`src/rtl/utfs_pkg.sv`:
```
// shared types, constants and frame builder for the uart transmitter
// no dependencies
package utfs_pkg;

    localparam int QUEUE_DEPTH   = 16;
    localparam int PTR_W         = (QUEUE_DEPTH > 1) ? $clog2(QUEUE_DEPTH) : 1;
    localparam int CNT_W         = $clog2(QUEUE_DEPTH + 1);
    localparam int DATA_W        = 8;
    localparam int FRAME_W       = 12;
    localparam int OUT_FIELDS_W  = 3 + CNT_W;
    localparam int OUT_TDATA_W   = ((OUT_FIELDS_W + 7) / 8) * 8;

    localparam logic [1:0] STOP_PAIR = 2'b11;

    // opcode carried in tuser
    localparam logic OP_TICK    = 1'b0;
    localparam logic OP_ENQUEUE = 1'b1;

    // register index, taken from paddr[2]
    localparam logic REG_PARITY_EN   = 1'b0;
    localparam logic REG_PARITY_SEED = 1'b1;

    typedef struct packed {
        logic [CNT_W-1:0] count_next;
        logic             empty;
        logic             full;
    } t_fifo_stat;

    typedef struct packed {
        logic line_next;
        logic frame_busy_next;
    } t_ser_stat;

    // start bit, data lsb first, optional parity, two stop bits
    function automatic logic [FRAME_W-1:0] build_frame(
        input logic [DATA_W-1:0] data,
        input logic              par_en,
        input logic              par_seed
    );
        logic par;
        par = par_seed ^ (^data);
        if (par_en) begin
            return {STOP_PAIR, par, data, 1'b0};
        end
        return FRAME_W'({STOP_PAIR, data, 1'b0});
    endfunction

endpackage

```
`src/rtl/utfs_fifo.sv`:
```
// byte ring buffer with fill count and registered head read
// depends on utfs_pkg
module utfs_fifo
    import utfs_pkg::*;
(
    input  logic              i_clk,
    input  logic              i_rst_n,
    input  logic              i_push,
    input  logic [DATA_W-1:0] i_wdata,
    input  logic              i_pop,
    output logic [DATA_W-1:0] o_head,
    output t_fifo_stat        o_stat
);

    logic [DATA_W-1:0] r_mem [QUEUE_DEPTH];
    logic [DATA_W-1:0] r_head;
    logic [PTR_W-1:0]  r_rd_ptr, n_rd_ptr;
    logic [PTR_W-1:0]  r_wr_ptr, n_wr_ptr;
    logic [CNT_W-1:0]  r_count, n_count;

    function automatic logic [PTR_W-1:0] ptr_inc(input logic [PTR_W-1:0] p);
        return (p == PTR_W'(QUEUE_DEPTH - 1)) ? '0 : p + PTR_W'(1);
    endfunction

    always_comb begin
        n_rd_ptr = i_pop  ? ptr_inc(r_rd_ptr) : r_rd_ptr;
        n_wr_ptr = i_push ? ptr_inc(r_wr_ptr) : r_wr_ptr;
        priority if (i_push) begin
            n_count = r_count + CNT_W'(1);
        end else if (i_pop) begin
            n_count = r_count - CNT_W'(1);
        end else begin
            n_count = r_count;
        end
    end

    always_ff @(posedge i_clk) begin
        if (!i_rst_n) begin
            r_rd_ptr <= '0;
            r_wr_ptr <= '0;
            r_count  <= '0;
        end else begin
            r_rd_ptr <= n_rd_ptr;
            r_wr_ptr <= n_wr_ptr;
            r_count  <= n_count;
        end
    end

    always_ff @(posedge i_clk) begin
        if (i_push) begin
            r_mem[r_wr_ptr] <= i_wdata;
        end
    end

    // head register tracks the next read slot, bypassing a same-cycle write
    always_ff @(posedge i_clk) begin
        if (i_push && (r_wr_ptr == n_rd_ptr)) begin
            r_head <= i_wdata;
        end else begin
            r_head <= r_mem[n_rd_ptr];
        end
    end

    assign o_head            = r_head;
    assign o_stat.count_next = n_count;
    assign o_stat.empty      = (r_count == '0);
    assign o_stat.full       = (r_count >= CNT_W'(QUEUE_DEPTH));

endmodule

```
`src/rtl/utfs_frame_ser.sv`:
```
// frame shift register and line level driver
// depends on utfs_pkg
module utfs_frame_ser
    import utfs_pkg::*;
(
    input  logic              i_clk,
    input  logic              i_rst_n,
    input  logic              i_tick,
    input  logic              i_empty,
    input  logic [DATA_W-1:0] i_head,
    input  logic              i_par_en,
    input  logic              i_par_seed,
    output logic              o_pop,
    output t_ser_stat         o_stat
);

    logic [FRAME_W-1:0] r_shift, n_shift;
    logic               r_line, n_line;
    logic               pop;

    always_comb begin
        n_shift = r_shift;
        n_line  = r_line;
        pop     = 1'b0;
        if (i_tick) begin
            priority if (r_shift != '0) begin
                n_line  = r_shift[0];
                n_shift = r_shift >> 1;
            end else if (!i_empty) begin
                // load tick: line keeps its level
                pop     = 1'b1;
                n_shift = build_frame(i_head, i_par_en, i_par_seed);
            end else begin
                n_shift = r_shift;
            end
        end
    end

    always_ff @(posedge i_clk) begin
        if (!i_rst_n) begin
            r_shift <= '0;
            r_line  <= 1'b1;
        end else begin
            r_shift <= n_shift;
            r_line  <= n_line;
        end
    end

    assign o_pop                  = pop;
    assign o_stat.line_next       = n_line;
    assign o_stat.frame_busy_next = (n_shift != '0);

endmodule

```
`src/rtl/uart_tx_fifo_serializer.sv`:
```
// top level of the uart transmitter: stream ports, apb registers, result register
// depends on utfs_pkg, utfs_fifo, utfs_frame_ser
//
// usage
//   input stream: each beat is an enqueue (tuser = 1, byte in tdata) or a baud
//   tick (tuser = 0, tdata ignored). an enqueue stores the byte if the 16-entry
//   queue has room, else reports busy. a tick shifts one frame bit onto the
//   line, or loads the next frame from the queue when the shifter is empty
//   (the line keeps its level on a load tick). frame: start, 8 data lsb first,
//   optional parity, two stop bits.
//   output stream: exactly one result beat per input beat, in order, with the
//   line level, busy status, queue count and active flag after that beat.
//   latency: the result beat is valid in the cycle after the input beat.
//   throughput: one beat per cycle; each item is a single pointer, count and
//   shifter update between the input handshake and the result register.
//   stall: the result register holds while i_m_axis_tready is low; a new input
//   beat is taken in the same cycle the held result is taken, so there is no
//   bubble. tready drops only while a result waits and the sink stalls.
//   reset: queue empty, shifter empty, line at idle mark, parity off, seed 0,
//   no result pending. queue contents are not cleared.
//   apb: reg 0 at 0x0 parity_enable, reg 1 at 0x4 parity_seed; write only
//   while idle
module uart_tx_fifo_serializer
    import utfs_pkg::*;
(
    input  logic                   i_clk,
    input  logic                   i_rst_n,

    // input stream
    input  logic                   i_s_axis_tvalid,
    output logic                   o_s_axis_tready,
    input  logic [DATA_W-1:0]      i_s_axis_tdata,   // [7:0] data_byte
    input  logic [0:0]             i_s_axis_tuser,   // [0] opcode

    // result stream
    output logic                   o_m_axis_tvalid,
    input  logic                   i_m_axis_tready,
    // [0] tx_line, [1] status, [CNT_W+1:2] queue_count, [CNT_W+2] active
    output logic [OUT_TDATA_W-1:0] o_m_axis_tdata,

    // configuration
    input  logic                   psel,
    input  logic                   penable,
    input  logic                   pwrite,
    input  logic [2:0]             paddr,
    input  logic [31:0]            pwdata,
    output logic [31:0]            prdata,
    output logic                   pready
);

    logic                    r_par_en;
    logic                    r_par_seed;
    logic                    r_out_valid, n_out_valid;
    logic [OUT_FIELDS_W-1:0] r_out_data;

    logic                    in_beat;
    logic                    is_enq;
    logic                    push;
    logic                    tick;
    logic                    pop;
    logic                    busy;
    logic [DATA_W-1:0]       head;
    t_fifo_stat              fifo_stat;
    t_ser_stat               ser_stat;
    logic                    cfg_wr;

    // handshake: take a beat whenever the result register is free or draining
    assign o_s_axis_tready = !r_out_valid || i_m_axis_tready;
    assign in_beat         = i_s_axis_tvalid && o_s_axis_tready;
    assign is_enq          = (i_s_axis_tuser[0] == OP_ENQUEUE);
    assign push            = in_beat && is_enq && !fifo_stat.full;
    assign tick            = in_beat && !is_enq;
    assign busy            = is_enq && fifo_stat.full;

    utfs_fifo u_fifo (
        .i_clk   (i_clk),
        .i_rst_n (i_rst_n),
        .i_push  (push),
        .i_wdata (i_s_axis_tdata),
        .i_pop   (pop),
        .o_head  (head),
        .o_stat  (fifo_stat)
    );

    utfs_frame_ser u_ser (
        .i_clk      (i_clk),
        .i_rst_n    (i_rst_n),
        .i_tick     (tick),
        .i_empty    (fifo_stat.empty),
        .i_head     (head),
        .i_par_en   (r_par_en),
        .i_par_seed (r_par_seed),
        .o_pop      (pop),
        .o_stat     (ser_stat)
    );

    // result register
    always_comb begin
        priority if (in_beat) begin
            n_out_valid = 1'b1;
        end else if (i_m_axis_tready) begin
            n_out_valid = 1'b0;
        end else begin
            n_out_valid = r_out_valid;
        end
    end

    always_ff @(posedge i_clk) begin
        if (!i_rst_n) begin
            r_out_valid <= 1'b0;
        end else begin
            r_out_valid <= n_out_valid;
        end
    end

    // payload needs no reset
    always_ff @(posedge i_clk) begin
        if (in_beat) begin
            r_out_data <= {ser_stat.frame_busy_next || (fifo_stat.count_next != '0),
                           fifo_stat.count_next,
                           busy,
                           ser_stat.line_next};
        end
    end

    assign o_m_axis_tvalid = r_out_valid;
    assign o_m_axis_tdata  = OUT_TDATA_W'(r_out_data);

    // apb registers, decoded on paddr[2]
    assign pready = 1'b1;
    assign cfg_wr = psel && penable && pwrite && pready;

    always_ff @(posedge i_clk) begin
        if (!i_rst_n) begin
            r_par_en   <= 1'b0;
            r_par_seed <= 1'b0;
        end else if (cfg_wr) begin
            unique case (paddr[2])
                REG_PARITY_EN: begin
                    r_par_en <= pwdata[0];
                end
                REG_PARITY_SEED: begin
                    r_par_seed <= pwdata[0];
                end
                default: begin
                    r_par_en <= r_par_en;
                end
            endcase
        end
    end

    assign prdata = {31'd0, (paddr[2] == REG_PARITY_SEED) ? r_par_seed : r_par_en};

endmodule

```
`config.mk`:
```
export PLATFORM = sky130hd
export DESIGN_NAME = uart_tx_fifo_serializer
export DESIGN_NICKNAME = d
export VERILOG_FILES = /design/src/rtl/utfs_pkg.sv /design/src/rtl/utfs_fifo.sv /design/src/rtl/utfs_frame_ser.sv /design/src/rtl/uart_tx_fifo_serializer.sv
export SDC_FILE = /design/constraint.sdc
export NUM_CORES = 1
export LEC_CHECK = 0
export BUFFER_PORTS_ARGS = -buffer_cell sky130_fd_sc_hd__clkbuf_2
export CAP_MARGIN = 20
export CORE_UTILIZATION = 45
export CTS_CLUSTER_DIAMETER = 80
export DETAILED_ROUTE_END_ITERATION = 7
export PLACE_DENSITY = 0.69
export SKIP_LAST_GASP = 1
export SLEW_MARGIN = 25
export SYNTH_ARGS = -nofsm -noshare
export SYNTH_HDL_FRONTEND = slang
export SYNTH_SLANG_ARGS = --single-unit
```
`constraint.sdc`:
```
create_clock -name i_clk -period 5.2 [get_ports i_clk]
set_clock_uncertainty 0.05 [all_clocks]
set_input_delay 0.52 -clock i_clk [delete_from_list [all_inputs] [get_ports i_clk]]
set_output_delay 0.52 -clock i_clk [all_outputs]
set_load 0.01 [all_outputs]
```
Word-level counts from Yosys, hierarchy flattened --
Memory sizes are Yosys's and may differ from the RTL's. A register that Yosys moved wholly into a read port is not among the register bits. Cells that the tools add are included.
Storage, ports and cells: logic and storage cells 63, memory bits (writable) 128, memories 1, bits in registers 37, input bits 51, output and inout port bits 43
Cells by class: $lt $le $gt $ge 1, equality and inequality tests 2, reduce and logical (&&, ||, !) cells 20, bitwise operators 2, mux-type cells 24, $add $sub $neg 4
Memories:
- u_fifo.r_mem | depth 16, bits a word 8, read ports 1, clocked after Yosys merged registers in 1, wr ports 1, RTL line utfs_fifo.sv:15 | logic [DATA_W-1:0] r_mem [QUEUE_DEPTH];
Operators with widths (number):
- $mux 12 | 5
- $reduce_bool 12->1 | 2
- $mux 1 | 14
- $mux 4 | 3
- $mux 5 | 2
- $add 4x1->4 const B | 2
- $eq 4x4->1 const B | 2
- $reduce_xor 8->1 | 1
- $logic_and 1x1->1 | 7
- $add 5x1->5 const B | 1
- $ge 5x5->1 const B | 1
- $logic_not 5->1 | 1
- $reduce_bool 5->1 | 1
- $sub 5x1->5 const B | 1
- $reduce_and 2->1 | 2
- $logic_not 1->1 | 3
- $logic_or 1x1->1 | 2
- $reduce_bool 2->1 | 1
- $not 1->1 | 1
- $xor 1x1->1 | 1

Logic depth before layout (Yosys ltp) --
Gate-level depths: netlist of run 1.
depth after elaboration 11, depth in mapped cells 12, gate-level depth less buffers 10

Hierarchy --
From an unflattened synthesis of run 1, not the netlist that was laid out.
Second synthesis, totals: cell total of the unflattened synthesis 462, area total of the unflattened synthesis 7270.7 um2
By module, submodules not included:
- utfs_fifo | sequential area each 4184.0 um2, cells each 303, times used 1, area an instance 5780.5 um2
- utfs_frame_ser | sequential area each 260.2 um2, cells each 96, times used 1, area an instance 809.5 um2
- uart_tx_fifo_serializer | sequential area each 300.3 um2, cells each 63, times used 1, area an instance 680.7 um2

Worst setup path after synthesis of run 1 --
Ideal clock, no wire load.
path type input to register, start in i_s_axis_tvalid, end mem u_fifo.r_mem[3][0] (enable), cell stages on the path 5, data required time 4767 ps, path buffers 1, arrival 2334 ps, setup time 383 ps, setup slack 2433 ps, cells stage by stage inv_1 nor4b_1 clkbuf_1 nand2_1 nor3_1
On the way: word-level cells in the longest chain between the ends 5
RTL lines:
- start, declared | RTL line uart_tx_fifo_serializer.sv:30 | input logic i_s_axis_tvalid,
- $logic_and 1x1->1 | RTL line uart_tx_fifo_serializer.sv:69 | assign in_beat = i_s_axis_tvalid && o_s_axis_tready;
- $logic_and 1x1->1 (2 in series) | RTL line uart_tx_fifo_serializer.sv:71 | assign push = in_beat && is_enq && !fifo_stat.full;
- $mux 1 | RTL line utfs_fifo.sv:50 | if (i_push) begin
- $mux 1 (not written as such) | RTL line utfs_fifo.sv:51 | r_mem[r_wr_ptr] <= i_wdata;
- end, declared | RTL line utfs_fifo.sv:15
Every way passes these cells.

==> results.md, run 1 <==
* Status: completed
* Largest family of logic cells by synthesized area: multiplexers
* Post-synth top cells: 136 x edfxtp_1, 41 x nor2_1, 35 x buf_4
* Asr flop ratio synth at 0%
* M1 GR Usage at 21.25%
* Sw Pwr at 0.6698 mW
* Post-layout worst setup margin at 1.862 ns
* Yosys reg bits at 169
* RSZ-0062 raised after global routing: no
* Synth Area in Adders at 1.223%
* Min-delay src: pwdata[0]
* Die width at 128.2 um
* Clock sink count at 169
* Mux share of post-synthesis cell area at 13.05%
* Post-Route WL at 12580 um
* CTS tree: done
* DR WL/cell at 17.70 um
* Leak at 2.729 nW
* Die area at 16420 um2
* Net switching share of the total power at 23.09%
* CP Launch Type: flop
* Reg-to-Reg End: o_m_axis_tdata[7]
* Most used DFF post-synth: edfxtp_1
* Total power at 2.901 mW
* Detailed Place HPWL at 8289 um
* Setup TNS at 0 ns
* Number of global-route vias before repair at 3717
* CP max FO at 22
* Initial drt markers at 326
* Post-cts sizing count at 0
* Clock group share of total power at 42.5%
* Tightest Pin Transition at 0.9293 ns
* WHS at 0.2935 ns
* Clock root cell: clkbuf_16
* GR Util All Layers at 16.96%
* GRT busiest layer: met2
* GR Overflow Total at 0
* DP Worst Slack at 1.868 ns
* Post-synthesis compound-gate area fraction at 3.512%
* Reg area at 4746 um2
* WP data arrival at 3.45 ns
* Total CTS buffers at 17
* Clock Path Buffers at 2
* Worst R2R Path Depth at 8
* Post-Place Cells at 679
* Max Clk Rate at 299.6 MHz
* Synth Instances at 454
* Share of the synthesized area in the top cell type at 57.02%
* Core area at 15370 um2
* DR vias/cell at 5.367
* Met2 Usage GRT at 27.85%
* XOR/XNOR Fraction of Synth Area at 1.887%
* Final setup violating endpoints at 0
* Fin cells at 711
* Post-CTS setup repair buffer count at 0
* Yosys cell types at 52
* Worst VDD drop at 0.3396 mV
* Core Rows at 45
* Pre-antenna DRT Iters at 5
* NumNets Final at 545
* Pwr dens at 365.6 nW/um2
* Worst slew margin at 37.82%
* Ports at 94
* Clock transition at path regs at 0.07 ns
* Die H at 128.2 um
* Worst setup EP type: flop
* Fillers at 1264
* Layout cells sized above 1 at 20.00%
* GPL Wtd Cong at 0.8244
* Pint at 2.231 mW
* H-tree depth at 4
* Met3 GRT Util at 5.050%
* Antenna cells at 0
* Max-cap violations at 0
* Clock insertion delay at the later pin of the skew report at 0.43 ns
* Synth area leader: edfxtp_1
* Final period util at 64.19%
* Synth top area cells: edfxtp_1 57%, dfxtp_1 9.2%, mux4_2 7.9%, mux4_1 4.0%, buf_4 3.7%
* Post-Syn Area at 7162 um2
* Most frequent cell after synthesis: edfxtp_1
* Req. time, crit path at 5.31 ns
* HP Class: in -> reg
* I/O Buffers at 28
* FF-to-FF setup slack at 1.86 ns
* Hold Crit Depth at 3
* Sequential-to-total area share from yosys stat at 66.25%
* Post-Syn Area per Cell at 15.78 um2
* Post-DRT Antenna Nets at 0
* Initial Util at 46.59%
* Worst Hold End: r_par_en
* Comb power frac at 6.1%
* Syn. warnings at 0
* Final Hold Vio Count at 0
* Largest net degree at the start of global routing at 32
* Fraction of the mapped netlist area in simple logic gates at 8.036%
* Initial antenna violation count at 0
* Reg power frac at 51.5%
* First-pass GRT wire length at 20050 um
* DR vias at 3816
* Min cycle time layout at 3.338 ns
* Post-synth EDFFs at 136
* Cts hold-fix bufs at 0
* Area of the multi-input gates at 2121 um2
* Final Max Slew Viols at 0
* Critical path class: reg -> reg
* Area Growth Syn to Fin at 10.81%
* Drt drc at 0
==> layer usage <==
metal	share of wire, %	routed length, um
met5	0	0
met1	43	5400
met3	6.3	796
met2	49	6193
met4	1.5	191
==> worst max path at each step <==
stage | depth (start not counted) | start | slack (ns) | to
floorplan | 5 | i_s_axis_tvalid | 2.43 | u_fifo.r_mem[3][0]
global placement | 8 | flop | 1.81 | o_m_axis_tdata[7]
detailed placement | 8 | flop | 1.87 | o_m_axis_tdata[7]
CTS | 8 | flop | 1.83 | o_m_axis_tdata[7]
global route | 8 | flop | 1.57 | o_m_axis_tdata[7]
finish | 8 | flop | 1.86 | o_m_axis_tdata[7]
==> flip-flops by register name, summed over array words and instances, names as in the netlist, named ones only <==
signal	cells
u_fifo.r_mem	128
u_ser.r_shift	12
o_m_axis_tdata	8
u_fifo.r_count	5
u_fifo.r_rd_ptr	4
u_fifo.r_wr_ptr	4
o_m_axis_tvalid	1
r_par_en	1
r_par_seed	1
u_ser.r_line	1
==> cell families after synthesis <==
kind of cell / after synthesis
AO/OA/AOI/OAI: 40
XOR/XNOR: 13
adder cells (fa/ha/maj): 7
buffers and inverters: 60
flip-flops: 169
multiplexers: 44
other: 2
AND/OR/NAND/NOR: 119
==> layout make-up <==
| class | instances | share of cell area (%) |
|---|---|---|
| well taps | 211 | 3.326 |
| clock inverters | 15 | 1.986 |
| repair buffers | 34 | 2.333 |
| clock buffers | 17 | 5.360 |
| inverters | 10 | 0.4730 |
| flip-flops and latches | 169 | 59.80 |
| multi-input cells | 255 | 26.72 |
==> power groups by stage <==
stage,logic (mW),clock network [mW],registers [mW]
3_3_place_gp,0.171,0,1.52
6_report,0.176,1.23,1.49
5_1_grt,0.197,1.31,1.49
4_1_cts,0.177,1.25,1.49
3_5_place_dp,0.176,0,1.52
2_1_floorplan,0.146,0,1.52
==> worst max-delay path: stages, from the launching register on <==
cell and delay [ns]:
dfxtp_2 0.54, buf_4 0.46, mux4_2 0.60, mux4_2 0.56
a21oi_1 0.21, and4_1 0.23, nand4_1 0.10, nor4_1 0.20
o21ai_1 0.11
==> metrics by stage <==
stage	cell area (um2)	utilization, %
2_1_floorplan	7274	-
6_report	7936	51.63
3_5_place_dp	7353	47.84
5_1_grt	7936	51.63
3_3_place_gp	7353	47.84
4_1_cts	7936	51.63
==> layout by cell type (no fill, tap or decap), types with 6 or more instances in the layout <==
master     netlist  layout
a21oi_1         10      10
and2_1          11      11
buf_4           35       6
clkbuf_16        0      17
clkbuf_2         1      28
conb_1           2      32
dfxtp_1         33      32
edfxtp_1       136     136
ha_1             7       7
inv_1            9       9
mux2i_1          6       6
mux4_1          11      11
mux4_2          25      25
nand2_1         25      25
nand3_1          7       7
nor2_1          41      41
o21ai_0         12      12
xnor2_1          6       6
Note: power is estimated with default switching activity, not from simulation.
==> run 2: changes to the inputs <==
==> constraint.sdc (replaced) <==
create_clock -name i_clk -period 3.2 [get_ports i_clk]
set_clock_uncertainty 0.05 [all_clocks]
set_input_delay 0.32 -clock i_clk [delete_from_list [all_inputs] [get_ports i_clk]]
set_output_delay 0.32 -clock i_clk [all_outputs]
set_load 0.01 [all_outputs]
==> run 2 against run 1 <==
Combinational power up 70%. Fmax rose by 12%. Critical path type unchanged. Highest routed layer unchanged. Register-to-register slack worse by 1.6 ns.
==> results.md, run 2 (synthesis gave the netlist of run 1 again) <==
* DR vias/cell at 5.281 (-1.6%)
* Initial antenna violation count at 0 (unchanged)
* Clock Path Buffers at 2 (unchanged)
* CTS tree: done
* Worst setup EP type: flop
* CP Cell Sequence: inv_1, ha_1, or4b_1, and4_1, and2_1, buf_4, a22oi_1, xnor2_1, nand2b_1, nor4_1, o21ai_1
* Post-DRT Antenna Nets at 0 (unchanged)
* Clock root cell: clkbuf_16
* Total power at 4.745 mW (+64%)
* Max incr delay on CP at 0.52 ns (-0.08 ns)
* Req. time, crit path at 3.30 ns (-2.01 ns)
* Critical path class: reg -> reg
* Initial Util at 46.59% (unchanged)
* I/O Buffers at 28 (unchanged)
* CP bufs+invs at 2 (+1)
* Die width at 128.2 um (unchanged)
* Worst R2R Path Depth at 11 (+3)
* Pre-antenna DRT Iters at 5 (unchanged)
* NumNets Final at 560 (+2.8%)
* Die area at 16420 um2 (unchanged)
* Cts hold-fix bufs at 0 (unchanged)
* Setup TNS at 0 ns (unchanged)
* GR Util All Layers at 17.29% (+0.34 points)
* DR vias at 3834 (+0.47%)
* CP max FO at 8 (-64%)
* Core area at 15370 um2 (unchanged)
* Total CTS buffers at 17 (unchanged)
* Pwr dens at 587.9 nW/um2 (+61%)
* Slowest cell on crit path: or4b_1
* Hold Crit Depth at 3 (unchanged)
* CP Depth at 11 (+3)
* Layout cells sized above 1 at 21.75% (+1.7 points)
* Core Rows at 45 (unchanged)
* Post-Route WL at 12900 um (+2.5%)
* First-pass GRT wire length at 20470 um (+2.1%)
* Final Hold Vio Count at 0 (unchanged)
* Final period util at 93.06% (+29 points)
* Max-cap violations at 0 (unchanged)
* Post-CTS setup repair buffer count at 0 (unchanged)
* Largest Register: u_fifo.r_mem
* Number of global-route vias before repair at 3808 (+2.4%)
* DR WL/cell at 17.76 um (+0.39%)
* Area of the multi-input gates at 2111 um2 (-0.47%)
* CP Launch Type: flop
* RSZ-0062 raised after global routing: no
* Fin cells at 726 (+2.1%)
* Drt drc at 0 (unchanged)
* Worst VDD drop at 0.4207 mV (+24%)
* Largest register FFs at 128 (unchanged)
* Largest net degree at the start of global routing at 32 (unchanged)
* Clock sink count at 169 (unchanged)
* Die H at 128.2 um (unchanged)
* Area Growth Syn to Fin at 12.68%
* Clock transition at path regs at 0.06 ns (about the same)
* Worst path top cell family by delay: simple AND/OR/NAND/NOR gates
* Final Max Slew Viols at 0 (unchanged)
* Most common cell after layout, fill and taps aside: edfxtp_1
* Post-cts sizing count at 0 (unchanged)
* Antenna cells at 0 (unchanged)
* GPL Wtd Cong at 0.8225 (-0.23%)
* Ports at 94 (unchanged)
* Detailed Place HPWL at 8499 um (+2.5%)
* Worst slew margin at 43.48% (+5.7 points)
* Final setup violating endpoints at 0 (unchanged)
* HP Class: in -> reg
* Max Clk Rate at 335.8 MHz (+12%)
* Status: completed
* Min cycle time layout at 2.978 ns (-0.3600 ns)
* Initial drt markers at 383 (+17%)
* Tightest Pin Transition at 0.8447 ns (-0.08460 ns)
* GR Overflow Total at 0 (unchanged)
* Leak at 2.812 nW (+3.0%)
* H-tree depth at 4 (unchanged)
* Post-Place Cells at 694 (+2.2%)
* Reg area at 4746 um2 (unchanged)
* Clock insertion delay at the later pin of the skew report at 0.42 ns (about the same)
* Most frequent cells in the layout: 136 x edfxtp_1, 41 x nor2_1, 32 x dfxtp_1, 32 x conb_1, 28 x clkbuf_2
* WP data arrival at 3.08 ns (-0.37 ns)
* Fillers at 1244 (-1.6%)
-- run 2: cell count changes in the layout (fill, tap and decap cells not counted), moves of 2 or more --
| cell | before | now |
|---|---|---|
| buf_12 | 0 | 2 |
| buf_4 | 6 | 19 |
| inv_6 | 5 | 7 |
| inv_8 | 3 | 0 |
| nor3_1 | 5 | 7 |
| nor3_2 | 2 | 0 |
-- run 2: worst paths after layout --
check,slack (ns),endpoint,startpoint
worst max register to register,0.22,o_m_axis_tdata[7],u_fifo.r_count[0]
worst min-delay path,0.10,r_par_en,pwdata[0]
worst max-delay path,0.22,o_m_axis_tdata[7],u_fifo.r_count[0]
worst min register to register,0.44,u_ser.r_shift[11],r_par_en
-- run 2: worst min-delay path, stage by stage --
cell and delay, ns:
clkbuf_2 0.09, nand2_1 0.06, a21oi_1 0.05
-- run 2: power by group --
| part | internal (mW) | switching [mW] | total [mW] |
|---|---|---|---|
| Sequential | 2.40 | 0.0186 | 2.42 |
| Combinational | 0.127 | 0.173 | 0.300 |
| Clock | 1.17 | 0.856 | 2.02 |
-- run 2: cell type report --
cell class                 instances  share of cell area, %
clock inverter                    15                  2.031
inverter                          10                 0.4651
tap                              211                  3.271
sequential                       169                  58.81
multi-input combinational        255                  26.15
clock buffer                      17                  5.271
timing repair buffer              49                  4.000
-- run 2: metal layers --
metal  part of all wire (%)  vias to the layer above  global-route usage [%]
met5                      0                        -                       0
met4                    1.3                        0                   6.090
met3                    4.5                       14                   4.549
met2                     49                      138                   28.61
met1                     45                     1918                   22.09
li1                       -                     1764                       -
-- run 2: stage by stage --
stage / area, um2 / worst slack, ns / util (%) / hold WS [ns]
floorplan: 7274 / 0.4798 / - / 0.3689
global placement: 7481 / 0.3268 / 48.67 / 0.4099
detailed placement: 7481 / 0.2792 / 48.67 / 0.4219
CTS: 8070 / 0.2538 / 52.50 / 0.08783
global route: 8070 / 0.05114 / 52.50 / 0.1347
finish: 8070 / 0.2220 / 52.50 / 0.1030
